==> src/mtps_pkg.sv <==
// Shared types, constants and register codes for the multi-threshold pulse scaler.
package mtps_pkg;

  localparam int DEF_THRESHOLD_COUNT = 512;
  localparam int DEF_SAMPLE_BITS     = 14;

  localparam int SAMPLE_W = 14;
  localparam int AMP_W    = 15;
  localparam int LEVEL_W  = 20;
  localparam int COUNT_W  = 32;
  localparam int IDX_W    = 9;
  localparam int BASE_W   = 14;
  localparam int SPACE_W  = 10;
  localparam int POS_W    = 16;

  localparam int CFG_IDX_W  = 3;
  localparam int CFG_DATA_W = 16;

  localparam logic [CFG_IDX_W-1:0] CFG_BASELINE  = 3'd0;
  localparam logic [CFG_IDX_W-1:0] CFG_INVERT    = 3'd1;
  localparam logic [CFG_IDX_W-1:0] CFG_LOWEST    = 3'd2;
  localparam logic [CFG_IDX_W-1:0] CFG_SPACING   = 3'd3;
  localparam logic [CFG_IDX_W-1:0] CFG_WIN_START = 3'd4;
  localparam logic [CFG_IDX_W-1:0] CFG_WIN_END   = 3'd5;

  localparam logic CMD_SAMPLE = 1'b0;
  localparam logic CMD_READ   = 1'b1;

  typedef struct packed {
    logic                cmd;
    logic [SAMPLE_W-1:0] sample_value;
    logic                event_begin;
    logic [IDX_W-1:0]    read_index;
  } in_word_t;

  typedef struct packed {
    logic [IDX_W-1:0]   threshold_index;
    logic [LEVEL_W-1:0] threshold_level;
    logic [COUNT_W-1:0] pulse_count;
  } out_word_t;

  typedef struct packed {
    logic [BASE_W-1:0]  baseline_level;
    logic               invert_polarity;
    logic [BASE_W-1:0]  lowest_threshold;
    logic [SPACE_W-1:0] threshold_spacing;
    logic [POS_W-1:0]   window_start;
    logic [POS_W-1:0]   window_end;
  } cfg_regs_t;

  // one queued operation from the front to the back
  typedef struct packed {
    logic                    is_read;
    logic signed [AMP_W-1:0] amp;
    logic signed [AMP_W-1:0] prev_amp;
    logic                    evaluate;
    logic                    event_begin;
    logic [IDX_W-1:0]        read_index;
    logic [LEVEL_W-1:0]      read_level;
  } op_t;

  typedef struct packed {
    logic clearing;
  } back_status_t;

endpackage

==> src/mtps_fifo.sv <==
// Two-entry queue of operations between front and back.
module mtps_fifo (
  input  logic          clk,
  input  logic          rst_n,
  input  logic          push,
  input  mtps_pkg::op_t push_op,
  input  logic          pop,
  output mtps_pkg::op_t head_op,
  output logic          full,
  output logic          empty
);
  import mtps_pkg::*;

  op_t        slot_r [2];
  logic       wr_ptr_r, wr_ptr_nxt;
  logic       rd_ptr_r, rd_ptr_nxt;
  logic [1:0] cnt_r, cnt_nxt;

  assign full    = (cnt_r == 2'd2);
  assign empty   = (cnt_r == 2'd0);
  assign head_op = slot_r[rd_ptr_r];

  always_comb begin
    wr_ptr_nxt = push ? !wr_ptr_r : wr_ptr_r;
    rd_ptr_nxt = pop ? !rd_ptr_r : rd_ptr_r;
    cnt_nxt    = cnt_r + {1'b0, push} - {1'b0, pop};
  end

  always_ff @(posedge clk) begin
    if (push) begin
      slot_r[wr_ptr_r] <= push_op;
    end
  end

  always_ff @(posedge clk) begin
    if (!rst_n) begin
      wr_ptr_r <= 1'b0;
      rd_ptr_r <= 1'b0;
      cnt_r    <= '0;
    end else begin
      wr_ptr_r <= wr_ptr_nxt;
      rd_ptr_r <= rd_ptr_nxt;
      cnt_r    <= cnt_nxt;
    end
  end

endmodule

==> config.mk <==
export PLATFORM = sky130hd
export DESIGN_NAME = mtps_fifo
export DESIGN_NICKNAME = d
export VERILOG_FILES = /design/src/mtps_pkg.sv /design/src/mtps_fifo.sv
export SDC_FILE = /design/constraint.sdc
export NUM_CORES = 1
export LEC_CHECK = 0
export BUFFER_PORTS_ARGS = -buffer_cell sky130_fd_sc_hd__buf_2
export CAP_MARGIN = 20
export CORE_MARGIN = 2
export CORE_UTILIZATION = 40
export CTS_CLUSTER_DIAMETER = 200
export DETAILED_ROUTE_END_ITERATION = 7
export MAX_ROUTING_LAYER = met4
export PLACE_DENSITY = 0.73
export SLEW_MARGIN = 15
export SYNTH_ARGS = -nofsm -noshare
export SYNTH_HDL_FRONTEND = slang
export SYNTH_SLANG_ARGS = --single-unit
==> constraint.sdc <==
create_clock -name clk -period 4.19 [get_ports clk]
set_input_delay 0.419 -clock clk [delete_from_list [all_inputs] [get_ports clk]]
set_output_delay 0.419 -clock clk [all_outputs]
set_load 0.05 [all_outputs]
==> results of run 1 <==
## per-stage QoR
| step | worst slack, ns | util, % | area [µm²] | std cells |
|---|---|---|---|---|
| after floorplan | 0.5205 | - | 5004 | 214 |
| after global placement | 1.937 | 47.71 | 5778 | 509 |
| after detailed placement | 1.919 | 47.71 | 5778 | 509 |
| after CTS | 1.475 | 51.71 | 6264 | 539 |
| after global routing | 1.416 | 51.71 | 6264 | 539 |
| final | 1.540 | 51.71 | 6264 | 539 |
## worst reg2reg max path, cell delays in order (launching register included)
cell,delay (ns)
dfxtp_1,0.37
and2_2,0.66
buf_4,0.52
## sequential cells by signal (all words and copies together) (netlist names), named ones only
name	cells
rd_ptr_r	1
cnt_r	2
slot_r	124
wr_ptr_r	1
## cells by family after synthesis
logic type,Yosys count,share of synthesized area [%]
DFF,129,76.42
muxes,62,18.45
buffers and inverters,9,2.776
and+or+nand+nor,9,1.075
xor gates and xnor gates,2,0.6252
adders and majority gates,2,0.5000
AOI/OAI and AO/OA,1,0.1501
## per-layer routing
metal  vias up  track usage, %  part of all wire [%]
li1       1136               -                     -
met1      1162           14.42                    42
met2        96           20.00                    49
met3        14           4.655                   7.3
met4         0           6.429                   1.9
met5         -               -                     0
## Yosys cell counts, drive strengths merged
cell      n  share of area (%)
o21a      1               0.15
nor2b     4               0.50
dfxtp     5                2.0
buf       7                2.6
ha        2               0.50
xor2      1               0.18
mux2     62                 18
and2      4               0.50
inv       2               0.15
edfxtp  124                 74
xnor3     1               0.45
nor2      1              0.075
## layout make-up
cell class / count / share of cell area (%)
clock buffer: 21 / 7.032
clock inverter: 9 / 0.7191
inverter: 2 / 0.1199
multi-input combinational: 76 / 16.76
sequential: 129 / 61.11
tap: 168 / 3.356
timing repair buffer: 134 / 10.91
## power breakdown
| part | total, mW | switching (mW) | internal (mW) |
|---|---|---|---|
| sequential | 1.54 | 0.0431 | 1.49 |
| combinational | 0.525 | 0.340 | 0.185 |
| clock | 1.20 | 0.467 | 0.733 |
| total | 3.26 | 0.850 | 2.41 |
## how the worst min path moves through the flow
stage	start	end	cells after the start	slack, ns
2_1_floorplan	push_op[0]	slot_r[0][0]	0	0.52
3_3_place_gp	rd_ptr_r	register	2	0.55
3_5_place_dp	rd_ptr_r	register	2	0.57
4_1_cts	push_op[42]	slot_r[1][42]	1	0.18
5_1_grt	push_op[42]	slot_r[0][42]	1	0.18
6_report	push_op[42]	slot_r[0][42]	1	0.20
## cell usage in the layout, fill, tap and decap left out, drive strengths merged
cell	count
clkbuf	21
xor2	1
clkinv	7
inv	2
nor2b	4
edfxtp	124
nor2	1
ha	2
xnor3	1
dfxtp	5
and2	4
mux2	62
buf	134
o21a	1
clkinvlp	2
==> flow_metrics.py, run 1 <==
metrics = {
    "grt": {
        "grt_usage_pct": 12.75,
        "antenna_found_initial": 0,
        "grt_start_max_net_pins": 47,
        "wire_length_of_the_first_global_routing_pass_um": 11920,
        "via_count_of_the_first_global_routing_pass": 2461,
        "grt-ovfl-total": 0,
    },
    "placement": {
        "detailed_place_hpwl_um": 5332,
        "portBuffers": 129,
        "gp_congestion": 0.6701,
    },
    "synth": {
        "syn_avg_cell_area_um2": 23.38,
        "yosys.cell_types.count": 14,
        "synth.yosys.seq_area_share_pct": 76.42,
        "syn-instance-count": 214,
        "synth_seq_cells": 129,
        "synthesis.area_mm2": 0.005004,
        "yosys_warnings": 0,
        "synth.net_count": 282,
    },
    "floorplanning": {
        "die_height_um": 115.8,
        "die-area_mm2": 0.01342,
        "placement_rows": 40,
        "core_area_mm2": 0.01211,
        "pin_count": 130,
        "die_width_um": 115.8,
        "initial_utilization_pct": 41.31,
    },
    "setup_path": {
        "rrSetupSlack_ns": 2.27,
        "worstPathCellList": "buf_4, mux2_4, buf_2",
        "r2r_end": "slot_r[1][31]",
        "slowest_delay_ns": 0.93,
        "critical_path.startpoint_type": "register",
        "worst_setup_path_end_kind": "output pin",
        "critical_path_peak_fanout": 46,
        "rr_startpoint": "wr_ptr_r",
        "criticalPathCategory": "reg -> out",
        "critPathTopFamily": "flip-flops",
        "crit_end": "head_op[40]",
        "cp_num_cells": 3,
        "r2r_depth": 2,
        "crit_required_ns": 3.77,
        "worst-endpoint-arrival_ns": 2.23,
        "critPathSlowestCell": "dfxtp_4",
        "worstPathBufferInverterCount": 2,
    },
    "timing": {
        "grt_setup_unrepaired": "no",
        "hold_slack_ns": 0.1980,
        "setup_skew_ns": 0.004211,
        "post-route-min-period_ns": 2.650,
        "fin_setup_tns_ns": 0,
        "timing.max_slew.rel_slack_pct": 41.77,
        "setup_viol_count_final": 0,
        "finalCritPeriodShare_pct": 63.24,
        "timing.final.hold_violations": 0,
        "final_count_of_pins_violating_max_slew": 0,
        "max_freq_ghz": 0.3774,
        "worst-slew-pin-transition_ns": 0.8735,
    },
    "route": {
        "drtIter0Drc": 111,
        "vias": 2408,
        "remaining_routing_drc_violations": 0,
        "viasPerCell": 4.468,
        "post_drt_wl_per_cell_um": 14.84,
        "drt_pre_antenna_iters": 4,
        "count_of_antenna_violating_nets_left_after_detailed_routing": 0,
        "detail_route.wirelength_um": 7999,
    },
    "clocking": {
        "tritoncts": "built",
        "buffer_type_at_the_clock_tree_root": "clkbuf_16",
        "cts_inserted_buffers": 17,
        "cts.repair_timing.setup_buffer_count": 0,
        "clkLatencyLatePin_ns": 0.41,
        "htree_num_levels": 4,
        "cts.sink_count": 129,
        "cts_resized": 0,
        "cts-hold-fix-buffers": 0,
        "clkTransAtPathRegs_ns": 0.05,
        "clk_path_buf_depth": 2,
    },
    "cells_and_area": {
        "antenna_cells": 0,
        "syn2layout_area_growth_pct": 25.18,
        "layout.nets": 428,
        "multiInputGateArea_mm2": 0.001050,
        "seqCellArea_mm2": 0.003827,
        "post_route_cells_drive_above_1_share_pct": 59.57,
        "fillCellCount": 1031,
    },
    "power_and_ir_drop": {
        "cellPowerDensity_mw_per_mm2": 520.8,
        "vdd.ir_drop.worst_mv": 0.2843,
        "power.static_leakage_nw": 2.501,
        "power.total_mw": 3.262,
    },
    "flow_run": {
        "drv.max_cap_violation_count": 0,
    },
    "outcome": {
        "result_of_the_run": "finished, final reports clean",
    },
    "hold_path": {
        "worst_hold_class": "in -> reg",
    },
}
No activity file was read; power rests on OpenSTA's default activity.
==> inputs of run 2 (changes only) <==
==> constraint.sdc (replaced) <==
create_clock -name clk -period 2.6 [get_ports clk]
set_input_delay 0.26 -clock clk [delete_from_list [all_inputs] [get_ports clk]]
set_output_delay 0.26 -clock clk [all_outputs]
set_load 0.05 [all_outputs]
==> flow_metrics.py, run 2 (synthesized netlist as in run 1, its figures left out) <==
metrics = {
    "power_and_ir_drop": {
        "power.static_leakage_nw": 2.556,
        "power.total_mw": 5.682,
        "vdd.ir_drop.worst_mv": 0.4584,
        "cellPowerDensity_mw_per_mm2": 889.5,
    },
    "outcome": {
        "result_of_the_run": "finished, final reports clean",
    },
    "timing": {
        "setup_viol_count_final": 0,
        "finalWorstSetupSlack_ns": 0.5058,
        "final_count_of_pins_violating_max_slew": 0,
        "timing.max_slew.rel_slack_pct": 43.27,
        "fin_setup_tns_ns": 0,
        "worst-slew-pin-transition_ns": 0.8509,
        "max_freq_ghz": 0.4775,
        "post-route-min-period_ns": 2.094,
        "timing.final.hold_violations": 0,
        "setup_skew_ns": 0.008729,
        "grt_setup_unrepaired": "no",
        "finalCritPeriodShare_pct": 80.55,
        "hold_slack_ns": 0.03593,
    },
    "route": {
        "count_of_antenna_violating_nets_left_after_detailed_routing": 0,
        "vias": 2418,
        "detail_route.wirelength_um": 8475,
        "post_drt_wl_per_cell_um": 15.67,
        "drtIter0Drc": 130,
        "viasPerCell": 4.470,
        "remaining_routing_drc_violations": 0,
        "drt_pre_antenna_iters": 4,
    },
    "grt": {
        "grt-ovfl-total": 0,
        "grt_usage_pct": 13.53,
        "wire_length_of_the_first_global_routing_pass_um": 12690,
        "antenna_found_initial": 0,
        "grt_start_max_net_pins": 63,
        "via_count_of_the_first_global_routing_pass": 2520,
    },
    "floorplanning": {
        "placement_rows": 40,
        "pin_count": 130,
        "die-area_mm2": 0.01342,
        "die_width_um": 115.8,
        "initial_utilization_pct": 41.31,
        "core_area_mm2": 0.01211,
        "die_height_um": 115.8,
    },
    "cells_and_area": {
        "largest_register_ffs": 124,
        "final_cell_mix": "buf_2, edfxtp_1, mux2_4",
        "syn2layout_area_growth_pct": 27.66,
        "reg.largest.list": "slot_r: 124 flops, cnt_r: 2 flops",
        "registers.top_by_ff_count": "slot_r",
        "post_route_cells_drive_above_1_share_pct": 61.39,
        "final_area_mm2": 0.006387,
        "mostFrequentLayoutCell": "buf_2",
        "antenna_cells": 0,
        "final_util_pct": 52.74,
        "layout.cells.non_filler": 541,
        "layout.nets": 428,
    },
    "placement": {
        "gp_congestion": 0.6670,
        "detailed_place_hpwl_um": 5688,
        "preCtsSetupSlack_ns": 0.9055,
        "placed_cells": 509,
        "placed_area_mm2": 0.005792,
        "portBuffers": 129,
    },
    "setup_path": {
        "critical_path_peak_fanout": 19,
        "worst_setup_path_end_kind": "output pin",
        "slowest_delay_ns": 0.56,
        "crit_required_ns": 2.34,
        "critPathTopFamily": "flip-flops",
        "worstPathCellList": "buf_4, mux2_4, buf_2",
        "worstPathBufferInverterCount": 2,
        "critical_path.startpoint_type": "register",
        "criticalPathCategory": "reg -> out",
        "worst-endpoint-arrival_ns": 1.83,
        "critPathSlowestCell": "dfxtp_4",
    },
    "clocking": {
        "clkLatencyLatePin_ns": 0.41,
        "cts_resized": 0,
        "clk_path_buf_depth": 2,
        "clkTransAtPathRegs_ns": 0.06,
        "buffer_type_at_the_clock_tree_root": "clkbuf_16",
        "tritoncts": "built",
        "cts-hold-fix-buffers": 0,
        "cts.repair_timing.setup_buffer_count": 0,
        "htree_num_levels": 4,
        "cts.sink_count": 129,
        "cts_inserted_buffers": 17,
    },
    "hold_path": {
        "worst_hold_class": "in -> reg",
    },
    "flow_run": {
        "drv.max_cap_violation_count": 0,
    },
}
## run 2: cell count changes in the layout (fill, tap and decap cells not counted)
cell	delta
and2_4	+1
bufinv_16	+3
clkinv_4	+4
clkinvlp_4	+1
buf_4	-1
clkinv_1	-3
and2_2	-1
clkbuf_1	-3
buf_12	+1
## run 2: area by class of cell
cell class              count  area, µm²
fillers                  1012       5724
flip-flops and latches    129       3827
multi-input cells          76       1051
repair buffers            134      695.7
clock buffers              18      429.2
well taps                 168      210.2
clock inverters            14      166.4
inverters                   2      7.507
## run 2: power breakdown
| group | leakage (nW) | internal, mW | total (mW) | switching [mW] |
|---|---|---|---|---|
| sequential | 1.21 | 2.41 | 2.45 | 0.0483 |
| combinational | 1.07 | 0.301 | 0.874 | 0.573 |
| clock | 0.283 | 1.50 | 2.35 | 0.853 |
## run 2: metal layers
metal / routed length (µm) / part of all wire, % / GRT usage, % / vias up
met5: 0 / 0 / - / -
met4: 85 / 1.0 / 6.429 / 0
met3: 468 / 5.5 / 4.655 / 12
met2: 4604 / 54 / 22.69 / 87
met1: 3315 / 39 / 14.35 / 1186
li1: - / - / - / 1133
## run 2: path summary, 6_finish.rpt
kind / startpoint / endpoint / slack [ns] / cells after the start
worst max-delay path: register / head_op[3] / 0.51 / 3
worst min-delay path: push_op[50] / slot_r[1][50] / 0.04 / 1
worst max register to register: wr_ptr_r / slot_r[1][30] / 1.07 / 1
worst min register to register: rd_ptr_r / register / 0.58 / 2
==> inputs of run 3 (changes only) <==
--- a/config.mk
+++ b/config.mk
@@ -12,7 +12,7 @@
 export CTS_CLUSTER_DIAMETER = 200
 export DETAILED_ROUTE_END_ITERATION = 7
 export MAX_ROUTING_LAYER = met4
-export PLACE_DENSITY = 0.73
+export PLACE_DENSITY = 0.76
 export SLEW_MARGIN = 15
 export SYNTH_ARGS = -nofsm -noshare
 export SYNTH_HDL_FRONTEND = slang
==> constraint.sdc (replaced) <==
create_clock -name clk -period 1.76 [get_ports clk]
set_input_delay 0.176 -clock clk [delete_from_list [all_inputs] [get_ports clk]]
set_output_delay 0.176 -clock clk [all_outputs]
set_load 0.05 [all_outputs]
==> flow_metrics.py, run 3 (synthesized netlist as in run 1, its figures left out) <==
metrics = {
    "outcome": {
        "result_of_the_run": "complete, but fails checks",
        "failed_checks": "setup timing",
    },
    "route": {
        "detail_route.wirelength_um": 9056,
        "drtIter0Drc": 124,
        "viasPerCell": 4.358,
        "remaining_routing_drc_violations": 0,
        "drt_pre_antenna_iters": 4,
        "count_of_antenna_violating_nets_left_after_detailed_routing": 0,
        "vias": 2632,
        "post_drt_wl_per_cell_um": 14.99,
    },
    "timing": {
        "finalWorstSetupSlack_ns": -0.01880,
        "post-route-min-period_ns": 1.779,
        "setup_skew_ns": 0.007440,
        "timing.max_slew.rel_slack_pct": 73.90,
        "setup_viol_count_final": 22,
        "grt_setup_unrepaired": "yes",
        "finalCritPeriodShare_pct": 101.1,
        "max_freq_ghz": 0.5622,
        "timing.final.hold_violations": 0,
        "final_count_of_pins_violating_max_slew": 0,
        "worst-slew-pin-transition_ns": 0.3916,
    },
    "placement": {
        "portBuffers": 129,
        "preCtsSetupSlack_ns": 0.3659,
        "placed_area_mm2": 0.005836,
        "gp_congestion": 0.6481,
    },
    "floorplanning": {
        "die_height_um": 115.8,
        "initial_utilization_pct": 41.31,
        "die_width_um": 115.8,
        "die-area_mm2": 0.01342,
        "placement_rows": 40,
        "pin_count": 130,
        "core_area_mm2": 0.01211,
    },
    "cells_and_area": {
        "antenna_cells": 0,
        "registers.top_by_ff_count": "slot_r",
        "final_util_pct": 58.02,
        "syn2layout_area_growth_pct": 40.44,
        "post_route_cells_drive_above_1_share_pct": 52.06,
        "layout.nets": 491,
        "reg.largest.list": "slot_r: 124 flops, cnt_r: 2 flops",
        "final_cell_mix": "buf_2, edfxtp_1, dlygate4sd3_1",
        "mostFrequentLayoutCell": "buf_2",
        "final_area_mm2": 0.007027,
        "largest_register_ffs": 124,
    },
    "clocking": {
        "clk_path_buf_depth": 2,
        "clkLatencyLatePin_ns": 0.41,
        "buffer_type_at_the_clock_tree_root": "clkbuf_16",
        "cts.repair_timing.setup_buffer_count": 0,
        "cts.sink_count": 129,
        "tritoncts": "built",
        "htree_num_levels": 4,
        "cts_inserted_buffers": 17,
        "clkTransAtPathRegs_ns": 0.05,
    },
    "grt": {
        "grt_usage_pct": 14.48,
        "via_count_of_the_first_global_routing_pass": 2877,
        "grt_start_max_net_pins": 37,
        "grt-ovfl-total": 0,
        "antenna_found_initial": 0,
        "wire_length_of_the_first_global_routing_pass_um": 13850,
    },
    "power_and_ir_drop": {
        "power.total_mw": 8.377,
        "power.static_leakage_nw": 2.832,
        "vdd.ir_drop.worst_mv": 0.7955,
        "cellPowerDensity_mw_per_mm2": 1192,
    },
    "setup_path": {
        "worst_setup_path_end_kind": "output pin",
        "r2r_end": "cnt_r[1]",
        "rrSetupSlack_ns": 0.31,
        "worst-endpoint-arrival_ns": 1.60,
        "critical_path.startpoint_type": "register",
        "critical_path_peak_fanout": 33,
        "r2r_depth": 6,
        "crit_required_ns": 1.58,
        "criticalPathCategory": "reg -> out",
        "rr_startpoint": "cnt_r[0]",
    },
    "hold_path": {
        "hold_path_startpoint": "rst_n",
        "worstHoldEndpoint": "wr_ptr_r",
        "worst_hold_class": "in -> reg",
        "timing.hold.worst_path_depth": 2,
    },
    "flow_run": {
        "drv.max_cap_violation_count": 0,
    },
}
run 3: changes by cell type in the layout (fill, tap and decap cells not counted), moves of 2 or more:
| cell | previous run | this run |
|---|---|---|
| clkinvlp_4 | 3 | 0 |
| buf_4 | 4 | 2 |
| dlygate4sd3_1 | 0 | 62 |
| buf_12 | 1 | 4 |
| clkinv_2 | 3 | 5 |
| clkbuf_1 | 1 | 5 |
| clkinv_4 | 4 | 0 |
| clkbuf_8 | 0 | 3 |
run 3: per-stage QoR:
stage | instances | hold slack [ns] | setup TNS (ns)
global route | 604 | 0.01080 | -2.942
CTS | 604 | 0.01092 | -1.240
global placement | 510 | 0.3634 | 0
detailed placement | 510 | 0.3669 | 0
finish | 604 | 0.03107 | -0.1935
floorplan | 214 | 0.2749 | 0
run 3: worst max-delay path by stage:
stage          cells past startpoint           end  startpoint  slack (ns)
3_3_place_gp                       3   head_op[34]    register        0.41
4_1_cts                            3   head_op[60]    register       -0.04
6_report                           3   head_op[43]    register       -0.02
3_5_place_dp                       6      cnt_r[1]    cnt_r[0]        0.37
2_1_floorplan                      1  slot_r[0][0]    wr_ptr_r        0.08
5_1_grt                            3   head_op[53]    register       -0.08
run 3: layout make-up:
cell class | count | area, µm²
Multi-Input combinational cell | 76 | 1050
Clock buffer | 25 | 485.5
Inverter | 2 | 7.507
Fill cell | 947 | 5085
Timing Repair Buffer | 197 | 1361
Clock inverter | 7 | 85.08
Tap cell | 168 | 210.2
Sequential cell | 129 | 3827
run 3: metal layers:
layer  part of all wire [%]  global-route usage [%]
met4                   0.60                   5.476
met2                     54                   24.60
met3                    4.2                   5.335
met1                     41                   15.49
met5                      0                       -
run 3: critical path, cell delays in order, from the launching register on:
cell     delay (ns)
dfxtp_4        0.37
buf_12         0.25
mux2_4         0.33
buf_2          0.21
run 3: power by group:
| part | leakage [nW] | switching, mW | internal, mW |
|---|---|---|---|
| clock network | 0.285 | 1.15 | 2.18 |
| registers | 1.21 | 0.0514 | 3.55 |
| logic | 1.34 | 0.893 | 0.548 |
run 3: repair_timing:
item | in CTS | in global routing
hold buffers | 62 | 0
endpoints found under the setup margin | 47 | 62
gates resized for setup | 0 | 0
gates cloned | 0 | 0
endpoints found under the hold margin | 124 | 0
