[config.mk]
export PLATFORM = sky130hd
export DESIGN_NAME = mtps_front
export DESIGN_NICKNAME = d
export VERILOG_FILES = /design/src/mtps_pkg.sv /design/src/mtps_front.sv
export SDC_FILE = /design/constraint.sdc
export NUM_CORES = 1
export LEC_CHECK = 0
export BUFFER_PORTS_ARGS = -buffer_cell sky130_fd_sc_hd__clkbuf_2
export CORE_UTILIZATION = 55
export DETAILED_ROUTE_END_ITERATION = 6
export MAX_ROUTING_LAYER = met4
export PLACE_DENSITY = 0.86
export SLEW_MARGIN = 20
export SYNTH_ARGS = -nofsm -noshare
export SYNTH_HDL_FRONTEND = slang
export SYNTH_SLANG_ARGS = --single-unit
[constraint.sdc]
create_clock -name clk -period 8.5 [get_ports clk]
set_clock_uncertainty 0.2 [all_clocks]
set_input_delay 1.275 -clock clk [delete_from_list [all_inputs] [get_ports clk]]
set_output_delay 1.275 -clock clk [all_outputs]
set_load 0.02 [all_outputs]
[src/mtps_pkg.sv]
// Shared types, constants and register codes for the multi-threshold pulse scaler.
package mtps_pkg;

  localparam int DEF_THRESHOLD_COUNT = 512;
  localparam int DEF_SAMPLE_BITS     = 14;

  localparam int SAMPLE_W = 14;
  localparam int AMP_W    = 15;
  localparam int LEVEL_W  = 20;
  localparam int COUNT_W  = 32;
  localparam int IDX_W    = 9;
  localparam int BASE_W   = 14;
  localparam int SPACE_W  = 10;
  localparam int POS_W    = 16;

  localparam int CFG_IDX_W  = 3;
  localparam int CFG_DATA_W = 16;

  localparam logic [CFG_IDX_W-1:0] CFG_BASELINE  = 3'd0;
  localparam logic [CFG_IDX_W-1:0] CFG_INVERT    = 3'd1;
  localparam logic [CFG_IDX_W-1:0] CFG_LOWEST    = 3'd2;
  localparam logic [CFG_IDX_W-1:0] CFG_SPACING   = 3'd3;
  localparam logic [CFG_IDX_W-1:0] CFG_WIN_START = 3'd4;
  localparam logic [CFG_IDX_W-1:0] CFG_WIN_END   = 3'd5;

  localparam logic CMD_SAMPLE = 1'b0;
  localparam logic CMD_READ   = 1'b1;

  typedef struct packed {
    logic                cmd;
    logic [SAMPLE_W-1:0] sample_value;
    logic                event_begin;
    logic [IDX_W-1:0]    read_index;
  } in_word_t;

  typedef struct packed {
    logic [IDX_W-1:0]   threshold_index;
    logic [LEVEL_W-1:0] threshold_level;
    logic [COUNT_W-1:0] pulse_count;
  } out_word_t;

  typedef struct packed {
    logic [BASE_W-1:0]  baseline_level;
    logic               invert_polarity;
    logic [BASE_W-1:0]  lowest_threshold;
    logic [SPACE_W-1:0] threshold_spacing;
    logic [POS_W-1:0]   window_start;
    logic [POS_W-1:0]   window_end;
  } cfg_regs_t;

  // one queued operation from the front to the back
  typedef struct packed {
    logic                    is_read;
    logic signed [AMP_W-1:0] amp;
    logic signed [AMP_W-1:0] prev_amp;
    logic                    evaluate;
    logic                    event_begin;
    logic [IDX_W-1:0]        read_index;
    logic [LEVEL_W-1:0]      read_level;
  } op_t;

  typedef struct packed {
    logic clearing;
  } back_status_t;

endpackage

[src/mtps_front.sv]
// Front end: classifies words, forms amplitude, tracks position and previous amplitude.
module mtps_front #(
  parameter int SAMPLE_BITS = mtps_pkg::DEF_SAMPLE_BITS
) (
  input  logic                   clk,
  input  logic                   rst_n,
  input  mtps_pkg::cfg_regs_t    cfg,
  input  logic                   in_valid,
  output logic                   in_ready,
  input  mtps_pkg::in_word_t     in_data,
  input  logic                   q_full,
  input  mtps_pkg::back_status_t bk_status,
  output logic                   q_push,
  output mtps_pkg::op_t          q_op
);
  import mtps_pkg::*;

  localparam logic [SAMPLE_W-1:0] SMASK =
    (SAMPLE_BITS >= SAMPLE_W) ? {SAMPLE_W{1'b1}} : SAMPLE_W'((1 << SAMPLE_BITS) - 1);

  logic [POS_W-1:0]        pos_r, pos_nxt;
  logic signed [AMP_W-1:0] prev_r, prev_nxt;
  logic [POS_W-1:0]        pos_cur;
  logic [SAMPLE_W-1:0]     smp;
  logic signed [AMP_W-1:0] diff, amp;
  logic [18:0]             prod;
  logic                    is_sample;

  assign in_ready  = !q_full && !bk_status.clearing;
  assign q_push    = in_valid && in_ready;
  assign is_sample = (in_data.cmd == CMD_SAMPLE);

  always_comb begin
    smp     = in_data.sample_value & SMASK;
    diff    = $signed({1'b0, smp}) - $signed({1'b0, cfg.baseline_level});
    amp     = cfg.invert_polarity ? -diff : diff;
    pos_cur = in_data.event_begin ? '0 : pos_r;
    prod    = 19'(in_data.read_index) * 19'(cfg.threshold_spacing);

    q_op.is_read     = (in_data.cmd == CMD_READ);
    q_op.amp         = amp;
    q_op.prev_amp    = prev_r;
    q_op.evaluate    = (pos_cur != '0) && (pos_cur >= cfg.window_start)
                       && (pos_cur < cfg.window_end);
    q_op.event_begin = in_data.event_begin;
    q_op.read_index  = in_data.read_index;
    q_op.read_level  = LEVEL_W'(cfg.lowest_threshold) + LEVEL_W'(prod);

    pos_nxt  = pos_r;
    prev_nxt = prev_r;
    if (q_push && is_sample) begin
      prev_nxt = amp;
      pos_nxt  = (pos_cur == {POS_W{1'b1}}) ? pos_cur : pos_cur + 1'b1;
    end
  end

  always_ff @(posedge clk) begin
    if (!rst_n) begin
      pos_r  <= '0;
      prev_r <= '0;
    end else begin
      pos_r  <= pos_nxt;
      prev_r <= prev_nxt;
    end
  end

endmodule

==> metrics.yaml, run 1 <==
route:
  ant_nets: 0
  vias: 6137
  route.detailed.drc: 0
  drt-wirelength-per-cell_um: 13.2
  drtIter0Drc: 306
  routed_via_density: 5.42
  routed_wl_um: 14900
  firstDrtPassIters: 5
yosys:
  synthXorXnorAreaFrac: 0.0593
  yosys.area.top_type: "fa_1"
  yosysUniqueCellTypes: 63
  synth-simple-area-share: 0.228
  synth.top_cells.by_area: "fa_1 (20%), ha_1 (19%), dfxtp_1 (9.1%)"
  synth-compound-area-share: 0.130
  synth_adder_area_share: 0.389
  netlist_area_mm2: 0.00680
  seq_area_frac_synth: 0.0913
  synthArstFlopShare: 0
  syn_area_per_cell_um2: 8.07
  yosys-top-cells-count: "inv_1 (138), ha_1 (101), nand2_1 (90)"
  synth_top_cell_area_share: 0.203
  ys_ff_latch: 31
  synth_ff_type: "dfxtp_1"
  syn_nets: 1113
  synthMuxAreaShare: 0.00147
  synth_edf_count: 0
  syn-instance-count: 842
  synth_top_family_by_area: "adder cells"
  yosys_warnings: 0
  synth_most_common_cell: "inv_1"
global_routing:
  grt_pass1_vias: 5825
  gr-usage-met1: 0.329
  grt_pass1_wl_um: 25800
  grt_busiest_layer: "met2"
  met2_usage: 0.421
  met3_usage: 0.0220
  grt_overflow_total: 0
  track_usage: 0.250
  antenna_found_initial: 0
  grt_max_degree: 33
sta:
  slew_headroom: 0.434
  slew_violations: 0
  finalCritPeriodShare: 0.963
  finalSetupViolations: 0
  hold_violations: 0
  fmax_mhz: 122
  min_period_ps: 8190
  rsz0062_at_grt: "no"
  tns_ps: 0
  tightest_slew_ps: 841
  setup_slack_ps: 315
placed_design:
  dp.cells: 1125
  dp_hpwl_um: 12500
  io_buffer_count: 164
  place_worst_setup_slack_ps: 381
  place_congestion: 0.880
  postPlaceCellArea_mm2: 0.00766
clocking:
  clkSlewWorstSetupHoldPaths_ps: 50
  root_buffer: "clkbuf_16"
  h-tree-depth: 2
  cts_setup_buffers: 0
  postCtsResizedCells: 0
  clk_path_buf_depth: 2
  cts_hold_buf: 0
  cts_buffers: 5
  cts.sinks: 31
  clk_latency_ps: 280
  cts_tree: "done"
cells_and_area:
  finish.utilization: 0.652
  stdcell_area_mm2: 0.00784
  diodes: 0
  finalNonFillerCells: 1133
  syn2layout_area_growth_pct: 15.3
  drive_above_1_share: 0.193
  nets: 1256
setup_path:
  critPathMaxFanout: 9
  crit_type: "in -> out"
  cp.required_ps: 7030
  arrival_ps: 6710
  ff2ff_setup_slack_ps: 5140
  worstSetupStartpointType: "input pin"
  rr_startpoint: "pos_r[1]"
  reg2reg_to: "pos_r[13]"
  setup.worst_path.end_class: "output pin"
  cpMaxStageDelayCell: "fa_1"
  cpMostUsedCell: "fa_1"
  path_cells: "clkbuf_2 > nand2_1 > fa_1 > inv_1 > fa_1 > inv_1 > fa_1 > inv_1 > fa_1 > fa_1 > ha_1 > a2111oi_1 > o21ai_0 > nand3_1 > a2111oi_0 > or3_1 > a31o_2 > a21oi_1 > xnor2_1 > clkbuf_2"
  cp_slowest_stage_delay_ps: 560
  r2r_cells: 10
outcome:
  status: "finished, final reports clean"
worst_hold_path:
  holdPathEnd: "prev_r[14]"
  min_path_cells: 2
  min_from: "prev_r[14]"
  hp-class: "reg -> reg"
floorplanning:
  io_pins: 165
  die_height_um: 113
  core_area_mm2: 0.0120
  die_w_um: 113
  dieArea_mm2: 0.0128
  start_util: 0.566
  std_cell_rows: 40
power_and_ir_drop:
  netSwitchingPower_mw: 1.12
  combPwrFrac: 0.832
  swShare: 0.533
  p_seq_frac: 0.071
  ir_drop_uv: 425
  p_leak_nw: 4.25
  pwr-share-clk: 0.097
  power_density_mw_per_mm2: 268
  p_int_mw: 0.980
flow_run:
  cap_violations: 0
-- area by class of cell --
| class | count | area, µm² |
|---|---|---|
| Timing Repair Buffer | 168 | 851 |
| Multi-Input combinational cell | 641 | 5490 |
| Fill cell | 1049 | 4180 |
| Clock buffer | 5 | 125 |
| Inverter | 138 | 518 |
| Clock inverter | 3 | 43.8 |
| Sequential cell | 31 | 621 |
| Tap cell | 147 | 184 |
-- power by group through the flow --
| stage | Sequential [mW] | Combinational (mW) | Clock [mW] |
|---|---|---|---|
| 2_1_floorplan | 0.155 | 1.32 | 0 |
| 3_3_place_gp | 0.152 | 1.71 | 0 |
| 3_5_place_dp | 0.152 | 1.75 | 0 |
| 4_1_cts | 0.149 | 1.75 | 0.206 |
| 5_1_grt | 0.149 | 1.95 | 0.214 |
| 6_report | 0.149 | 1.74 | 0.203 |
-- kinds of logic after synthesis --
group / after synthesis
xor gates and xnor gates: 46
muxes: 1
and+or+nand+nor: 300
AOI/OAI and AO/OA: 124
DFF: 31
buffers and inverters: 170
adders and majority gates: 170
-- metrics by stage --
| stage | hold slack (ps) | power, mW |
|---|---|---|
| final | 251 | 2.10 |
| after global routing | 281 | 2.31 |
| after CTS | 252 | 2.11 |
| after detailed placement | 246 | 1.90 |
| after global placement | 241 | 1.87 |
| after floorplan | 248 | 1.48 |
-- worst max path at each step --
stage | end | startpoint | cells after the start
2_1_floorplan | q_op[18] | in_data[2] | 19
3_3_place_gp | q_op[18] | cfg[37] | 20
3_5_place_dp | q_op[18] | cfg[37] | 20
4_1_cts | q_op[18] | cfg[37] | 20
5_1_grt | q_op[18] | cfg[37] | 20
6_report | q_op[18] | cfg[37] | 20
-- layer usage --
metal | vias up | part of all wire
met5 | - | 0
li1 | 3045 | -
met1 | 2873 | 0.45
met3 | 18 | 0.053
met4 | 0 | 0.013
met2 | 201 | 0.49
-- flip-flops by register name, indices dropped and copies added, names as in the netlist --
| name | cells |
|---|---|
| pos_r | 16 |
| prev_r | 15 |
-- layout by cell type (no fill, tap or decap), types with 11 or more instances in the layout --
master / Yosys / layout
dfxtp_1: 31 / 31
o21ai_0: 22 / 22
nor2_1: 42 / 42
clkbuf_2: 0 / 164
inv_1: 138 / 138
nor3_1: 18 / 18
nand3_1: 13 / 13
nand2_1: 90 / 90
xor2_1: 11 / 11
nor2b_1: 21 / 21
and2_1: 62 / 62
xnor2_1: 35 / 35
fa_1: 69 / 69
ha_1: 101 / 101
a21oi_1: 30 / 30
-- worst max-delay path: cells and delay by family --
kind,cells,cell delay (ps)
fa+ha+maj,6,2870
buf+inv,5,550
xor+xnor,1,140
simple gates,3,720
compound gates,5,1160
Note: power is estimated with default switching activity, not from simulation.
==> inputs of run 2 (changes only) <==
- REMOVE_ABC_BUFFERS: unset -> 1
==> run 2 against run 1 <==
Cell count unchanged. Sequential share of layout area is essentially flat. Utilization hardly changed. Worst hold slack about the same. Sequential power about the same. Routed wire length is 5.7% lower. Via count decreased by 1.5%. Sequential cell count is the same. Combinational power barely moved. Worst setup slack improved by 18 ps. Cell area barely moved. Critical path type unchanged. Highest routed layer unchanged.
==> metrics.yaml, run 2 (synthesis results as in run 1) <==
outcome:
  status: "finished, final reports clean"
setup_path:
  arrival_ps: 6690  # -20 ps
  path_cells: "clkbuf_2 > and2_1 > fa_1 > fa_1 > inv_1 > fa_1 > inv_1 > fa_1 > fa_1 > ha_1 > a2111oi_1 > o21ai_0 > nand3_1 > a2111oi_0 > or3_1 > a31o_2 > a21oi_1 > xnor2_1 > clkbuf_2"
  ff2ff_setup_slack_ps: 5210  # +70 ps
  cp-startpoint: "in_data[5]"
  reg2reg_to: "pos_r[13]"
  r2r_cells: 10  # unchanged
  rr_startpoint: "pos_r[1]"
  worstSetupStartpointType: "input pin"
  cpMaxStageDelayCell: "fa_1"
  cpMostUsedCell: "fa_1"
  crit_type: "in -> out"
  cp_slowest_stage_delay_ps: 550  # about the same
  crit_end: "q_op[18]"
  critPathMaxFanout: 11  # +2
  setup.worst_path.end_class: "output pin"
  cp.required_ps: 7030  # about the same
cells_and_area:
  nets: 1256  # unchanged
  largestRegisters: "pos_r (16), prev_r (15)"
  drive_above_1_share: 0.193  # unchanged
  largest_register_ffs: 16  # unchanged
  layout_commonest_cell: "clkbuf_2"
  finish.utilization: 0.653  # about the same
  top_register: "pos_r"
  diodes: 0  # unchanged
  syn2layout_area_growth_pct: 15.3  # about the same
  most-common-layout-cells: "clkbuf_2 (164), inv_1 (138), ha_1 (101)"
route:
  routed_via_density: 5.34  # -1.5%
  vias: 6045  # -1.5%
  routed_wl_um: 14100  # -5.7%
  firstDrtPassIters: 5  # unchanged
  route.detailed.drc: 0  # unchanged
  drtIter0Drc: 272  # -11%
  ant_nets: 0  # unchanged
  drt-wirelength-per-cell_um: 12.4  # -5.7%
sta:
  fmax_mhz: 122  # +0.22%
  rsz0062_at_grt: "no"
  tns_ps: 0  # unchanged
  finalCritPeriodShare: 0.961  # -0.00214
  hold_violations: 0  # unchanged
  finalSetupViolations: 0  # unchanged
  slew_violations: 0  # unchanged
  worst_hold_slack_ps: 251  # +0.275 ps
  tightest_slew_ps: 829  # -12.4 ps
  min_period_ps: 8170  # -18.2 ps
  slew_headroom: 0.443  # +0.00832
worst_hold_path:
  hp-class: "reg -> reg"
  min_from: "prev_r[8]"
clocking:
  root_buffer: "clkbuf_16"
  clk_path_buf_depth: 2  # unchanged
  clk_latency_ps: 270  # about the same
  cts_hold_buf: 0  # unchanged
  cts_buffers: 5  # unchanged
  h-tree-depth: 2  # unchanged
  cts_setup_buffers: 0  # unchanged
  clkSlewWorstSetupHoldPaths_ps: 50  # about the same
  cts.sinks: 31  # unchanged
  cts_tree: "done"
power_and_ir_drop:
  p_int_mw: 0.987  # +0.73%
  ir_drop_uv: 419  # -1.4%
  pwr-share-clk: 0.100  # +0.003
  swShare: 0.528  # -0.00426
  p_seq_frac: 0.071  # about the same
  total_power_mw: 2.09  # -0.17%
  p_leak_nw: 4.25  # about the same
  netSwitchingPower_mw: 1.11  # -0.97%
  combPwrFrac: 0.829  # -0.003
  power_density_mw_per_mm2: 267  # -0.24%
floorplanning:
  std_cell_rows: 40  # unchanged
  io_pins: 165  # unchanged
  core_area_mm2: 0.0120  # unchanged
  start_util: 0.566  # unchanged
  die_height_um: 113  # unchanged
  dieArea_mm2: 0.0128  # unchanged
  die_w_um: 113  # unchanged
global_routing:
  grt_max_degree: 33  # unchanged
  grt_pass1_vias: 5747  # -1.3%
  antenna_found_initial: 0  # unchanged
  grt_pass1_wl_um: 24400  # -5.4%
  grt_overflow_total: 0  # unchanged
  track_usage: 0.232  # -0.0172
placed_design:
  place_congestion: 0.887  # +0.84%
  dp_hpwl_um: 11900  # -4.6%
  io_buffer_count: 164  # unchanged
flow_run:
  cap_violations: 0  # unchanged
-- run 2: what timing repair did --
item | 4_1_cts | 5_1_grt
hold endpoints to repair | 0 | 0
endpoints found under the setup margin | 0 | 1
resized for setup | 0 | 1
-- run 2: power groups by stage --
| stage | Clock [mW] | Sequential [mW] | Combinational (mW) |
|---|---|---|---|
| floorplan | 0 | 0.155 | 1.31 |
| global placement | 0 | 0.152 | 1.71 |
| detailed placement | 0 | 0.152 | 1.74 |
| CTS | 0.212 | 0.149 | 1.75 |
| global route | 0.219 | 0.150 | 1.97 |
| finish | 0.208 | 0.149 | 1.73 |
-- run 2: stage by stage --
stage / setup slack [ps] / area, µm² / std cells
final: 333 / 7840 / 1133
after global routing: 3.50 / 7840 / 1133
after CTS: 330 / 7840 / 1133
after detailed placement: 365 / 7660 / 1125
after global placement: 516 / 7660 / 1125
after floorplan: 978 / 6630 / 810
-- run 2: per-layer routing --
layer | wire (µm) | vias to the layer above | share of wire | global-route usage
li1 | - | 3053 | - | -
met1 | 6470 | 2790 | 0.46 | 0.299
met2 | 6690 | 185 | 0.47 | 0.396
met3 | 736 | 17 | 0.052 | 0.0262
met4 | 191 | 0 | 0.014 | 0.0482
met5 | 0 | - | 0 | -
-- run 2: how the worst min path moves through the flow --
stage                      end  slack, ps  cells after the start
CTS                  prev_r[8]        250                      2
finish               prev_r[8]        250                      2
global placement     prev_r[8]        240                      2
detailed placement   prev_r[8]        240                      2
global route        prev_r[13]        280                      2
floorplan             pos_r[0]        250                      2
-- run 2: worst max-delay path: cells and delay by family --
family	cells	cell delay [ps]
adders and majority gates	6	2830
AOI/OAI and AO/OA	5	1160
and+or+nand+nor	3	830
buffers and inverters	4	450
xor gates and xnor gates	1	130
-- run 2: cell type report --
cell class / instances / area (µm²)
Sequential cell: 31 / 621
Inverter: 138 / 518
Clock buffer: 6 / 139
Clock inverter: 2 / 35.0
Tap cell: 147 / 184
Fill cell: 1061 / 4170
Multi-Input combinational cell: 641 / 5490
Timing Repair Buffer: 168 / 851
==> inputs of run 3 (changes only) <==
- ABC_AREA: unset -> 1
- PLACE_DENSITY: 0.86 -> 0.85
==> run 3 against run 2 <==
Count of clock-buffer cells in the layout is 1 higher. Critical path depth stayed put. Synthesized cell count grew 33%. Worst setup slack gained 730 ps. Utilization shrank 1.2 points. Sequential cell count did not move.
==> metrics.yaml, run 3 <==
setup_path:
  reg2reg_to: "pos_r[14]"
  rr_startpoint: "pos_r[0]"
  crit_type: "in -> out"
  arrival_ps: 5970  # -720 ps
  r2r_cells: 13  # +3
  path_cells: "clkbuf_2 > nand2_1 > fa_1 > inv_1 > fa_1 > fa_1 > fa_1 > inv_1 > fa_1 > inv_1 > ha_1 > nand2_1 > nor2_1 > inv_1 > o21ai_1 > a21oi_1 > o21ai_1 > xor2_1 > clkbuf_2"
  cpMaxStageDelayCell: "fa_1"
  ff2ff_setup_slack_ps: 6060  # +850 ps
  setup.worst_path.end_class: "output pin"
  cp.required_ps: 7030  # about the same
  cpMostUsedCell: "fa_1"
  worstSetupStartpointType: "input pin"
  cp_slowest_stage_delay_ps: 550  # about the same
  critPathMaxFanout: 11  # unchanged
global_routing:
  met2_usage: 0.431  # +0.0346
  antenna_found_initial: 0  # unchanged
  grt_pass1_wl_um: 29300  # +20%
  grt_pass1_vias: 6853  # +19%
  grt_max_degree: 34  # +3.0%
  met3_usage: 0.0196  # -0.00661
  track_usage: 0.253  # +0.0210
  grt_overflow_total: 0  # unchanged
  gr-usage-met1: 0.328  # +0.0297
  grt_busiest_layer: "met2"
clocking:
  clk_latency_ps: 280  # about the same
  cts_hold_buf: 0  # unchanged
  cts_buffers: 5  # unchanged
  cts.sinks: 31  # unchanged
  cts_setup_buffers: 0  # unchanged
  clk_path_buf_depth: 2  # unchanged
  postCtsResizedCells: 0  # unchanged
  h-tree-depth: 2  # unchanged
  cts_tree: "done"
  clkSlewWorstSetupHoldPaths_ps: 50  # about the same
  root_buffer: "clkbuf_16"
power_and_ir_drop:
  netSwitchingPower_mw: 1.21  # +9.0%
  p_int_mw: 0.900  # -8.8%
  swShare: 0.573  # +0.0443
  p_leak_nw: 5.26  # +24%
  p_seq_frac: 0.071  # about the same
  total_power_mw: 2.10  # +0.60%
  power_density_mw_per_mm2: 247  # -7.4%
  combPwrFrac: 0.839  # +0.010
  pwr-share-clk: 0.090  # -0.010
  ir_drop_uv: 429  # +2.6%
yosys:
  yosysUniqueCellTypes: 49  # -22%
  synth_ff_type: "dfxtp_1"
  synth_top_cell_area_share: 0.184  # -0.0196
  synthArstFlopShare: 0  # unchanged
  netlist_area_mm2: 0.00752  # +11%
  seq_area_frac_synth: 0.0825  # -0.00882
  yosys.area.top_type: "fa_1"
  synth.top_cells.by_area: "fa_1 (18%), ha_1 (17%), inv_1 (14%)"
  yosys-top-cells-count: "inv_1 (273), nand2_1 (262), ha_1 (101)"
  synth_most_common_cell: "inv_1"
  syn_area_per_cell_um2: 6.72  # -17%
  syn-instance-count: 1120  # +33%
  ys_ff_latch: 31  # unchanged
  yosys_warnings: 0  # unchanged
  synth_edf_count: 0  # unchanged
route:
  drtIter0Drc: 369  # +36%
  firstDrtPassIters: 5  # unchanged
  ant_nets: 0  # unchanged
  vias: 7260  # +20%
  drt-wirelength-per-cell_um: 11.8  # -4.8%
  routed_via_density: 5.08  # -4.8%
  route.detailed.drc: 0  # unchanged
  routed_wl_um: 16900  # +20%
worst_hold_path:
  min_from: "prev_r[1]"
  holdPathEnd: "prev_r[1]"
  hp-class: "reg -> reg"
  min_path_cells: 2  # unchanged
placed_design:
  postPlaceCellArea_mm2: 0.00836  # +9.0%
  dp.cells: 1422  # +26%
  io_buffer_count: 164  # unchanged
  place_congestion: 0.942  # +6.2%
  dp_hpwl_um: 14400  # +21%
cells_and_area:
  syn2layout_area_growth_pct: 13.2
  diodes: 0  # unchanged
  largestRegisters: "pos_r (16), prev_r (15)"
  top_register: "pos_r"
  most-common-layout-cells: "inv_1 (273), nand2_1 (262), clkbuf_2 (164)"
  finalNonFillerCells: 1430  # +26%
  stdcell_area_mm2: 0.00852  # +8.6%
  drive_above_1_share: 0.182  # -0.0109
  largest_register_ffs: 16  # unchanged
  nets: 1524  # +21%
  layout_commonest_cell: "inv_1"
sta:
  finalCritPeriodShare: 0.875  # -0.0855
  fmax_mhz: 134  # +9.8%
  tightest_slew_ps: 576  # -252 ps
  slew_violations: 0  # unchanged
  finalSetupViolations: 0  # unchanged
  rsz0062_at_grt: "no"
  min_period_ps: 7440  # -727 ps
  tns_ps: 0  # unchanged
  hold_violations: 0  # unchanged
  slew_headroom: 0.614  # +0.172
flow_run:
  cap_violations: 0  # unchanged
floorplanning:
  die_height_um: 119  # +5.1%
  io_pins: 165  # unchanged
  core_area_mm2: 0.0133  # +11%
  start_util: 0.566  # about the same
  std_cell_rows: 42  # +5.0%
  die_w_um: 119  # +5.1%
  dieArea_mm2: 0.0142  # +10%
outcome:
  status: "finished, final reports clean"
## run 3: cell count changes after synthesis, moves of 13 or more
cell | before | now
inv_1 | 138 | 273
o21ai_0 | 22 | 38
nor2b_1 | 21 | 0
nand2_2 | 0 | 21
a21oi_1 | 30 | 54
and2_1 | 62 | 1
xnor2_1 | 35 | 10
nand3_1 | 13 | 39
nand2_1 | 90 | 262
nor2_1 | 42 | 55
## run 3: worst max-delay path by stage
stage / start / endpoint / slack, ps / cells after the start
after global routing: in_data[2] / q_op[17] / 740 / 19
after detailed placement: in_data[2] / q_op[17] / 1080 / 19
after global placement: in_data[8] / q_op[17] / 1150 / 19
final: in_data[2] / q_op[17] / 1060 / 19
after CTS: in_data[2] / q_op[17] / 1080 / 19
after floorplan: cfg[32] / q_op[17] / 1550 / 17
## run 3: logic make-up after synthesis
group,after synthesis,share of synthesized area
AND/OR/NAND/NOR,437,0.263
buffers and inverters,322,0.170
adder cells (fa/ha/maj),170,0.352
AO/OA/AOI/OAI,129,0.0969
XOR/XNOR,31,0.0361
flip-flops,31,0.0825
## run 3: final cells by class
cell class	instances	area, µm²
multi-input combinational	767	5620
tap	176	220
sequential	31	621
inverter	283	1060
clock inverter	1	7.51
clock buffer	7	153
fill	1225	4780
timing repair buffer	165	828
## run 3: metrics by stage
stage                     hold slack (ps)   util  worst slack, ps
after floorplan                       245      -             1550
after global placement                253  0.628             1150
after detailed placement              257  0.628             1080
after CTS                             265  0.641             1080
after global routing                  298  0.641              739
final                                 266  0.641             1060
## run 3: layer usage
metal / share of wire / vias to the layer above
met4: 0.020 / 0
li1: - / 3693
met2: 0.49 / 229
met5: 0 / -
met1: 0.44 / 3311
met3: 0.050 / 27
## run 3: critical path, delay by kind of cell
family	cells	cell delay (ps)
buffers and inverters	6	620
adder cells (fa/ha/maj)	6	2890
XOR/XNOR	1	150
AO/OA/AOI/OAI	3	610
AND/OR/NAND/NOR	3	390
## run 3: power by group through the flow
| stage | clock (mW) | sequential [mW] | combinational [mW] |
|---|---|---|---|
| floorplan | 0 | 0.156 | 1.28 |
| global placement | 0 | 0.153 | 1.73 |
| detailed placement | 0 | 0.153 | 1.75 |
| CTS | 0.191 | 0.150 | 1.76 |
| global route | 0.197 | 0.150 | 1.97 |
| finish | 0.188 | 0.150 | 1.77 |
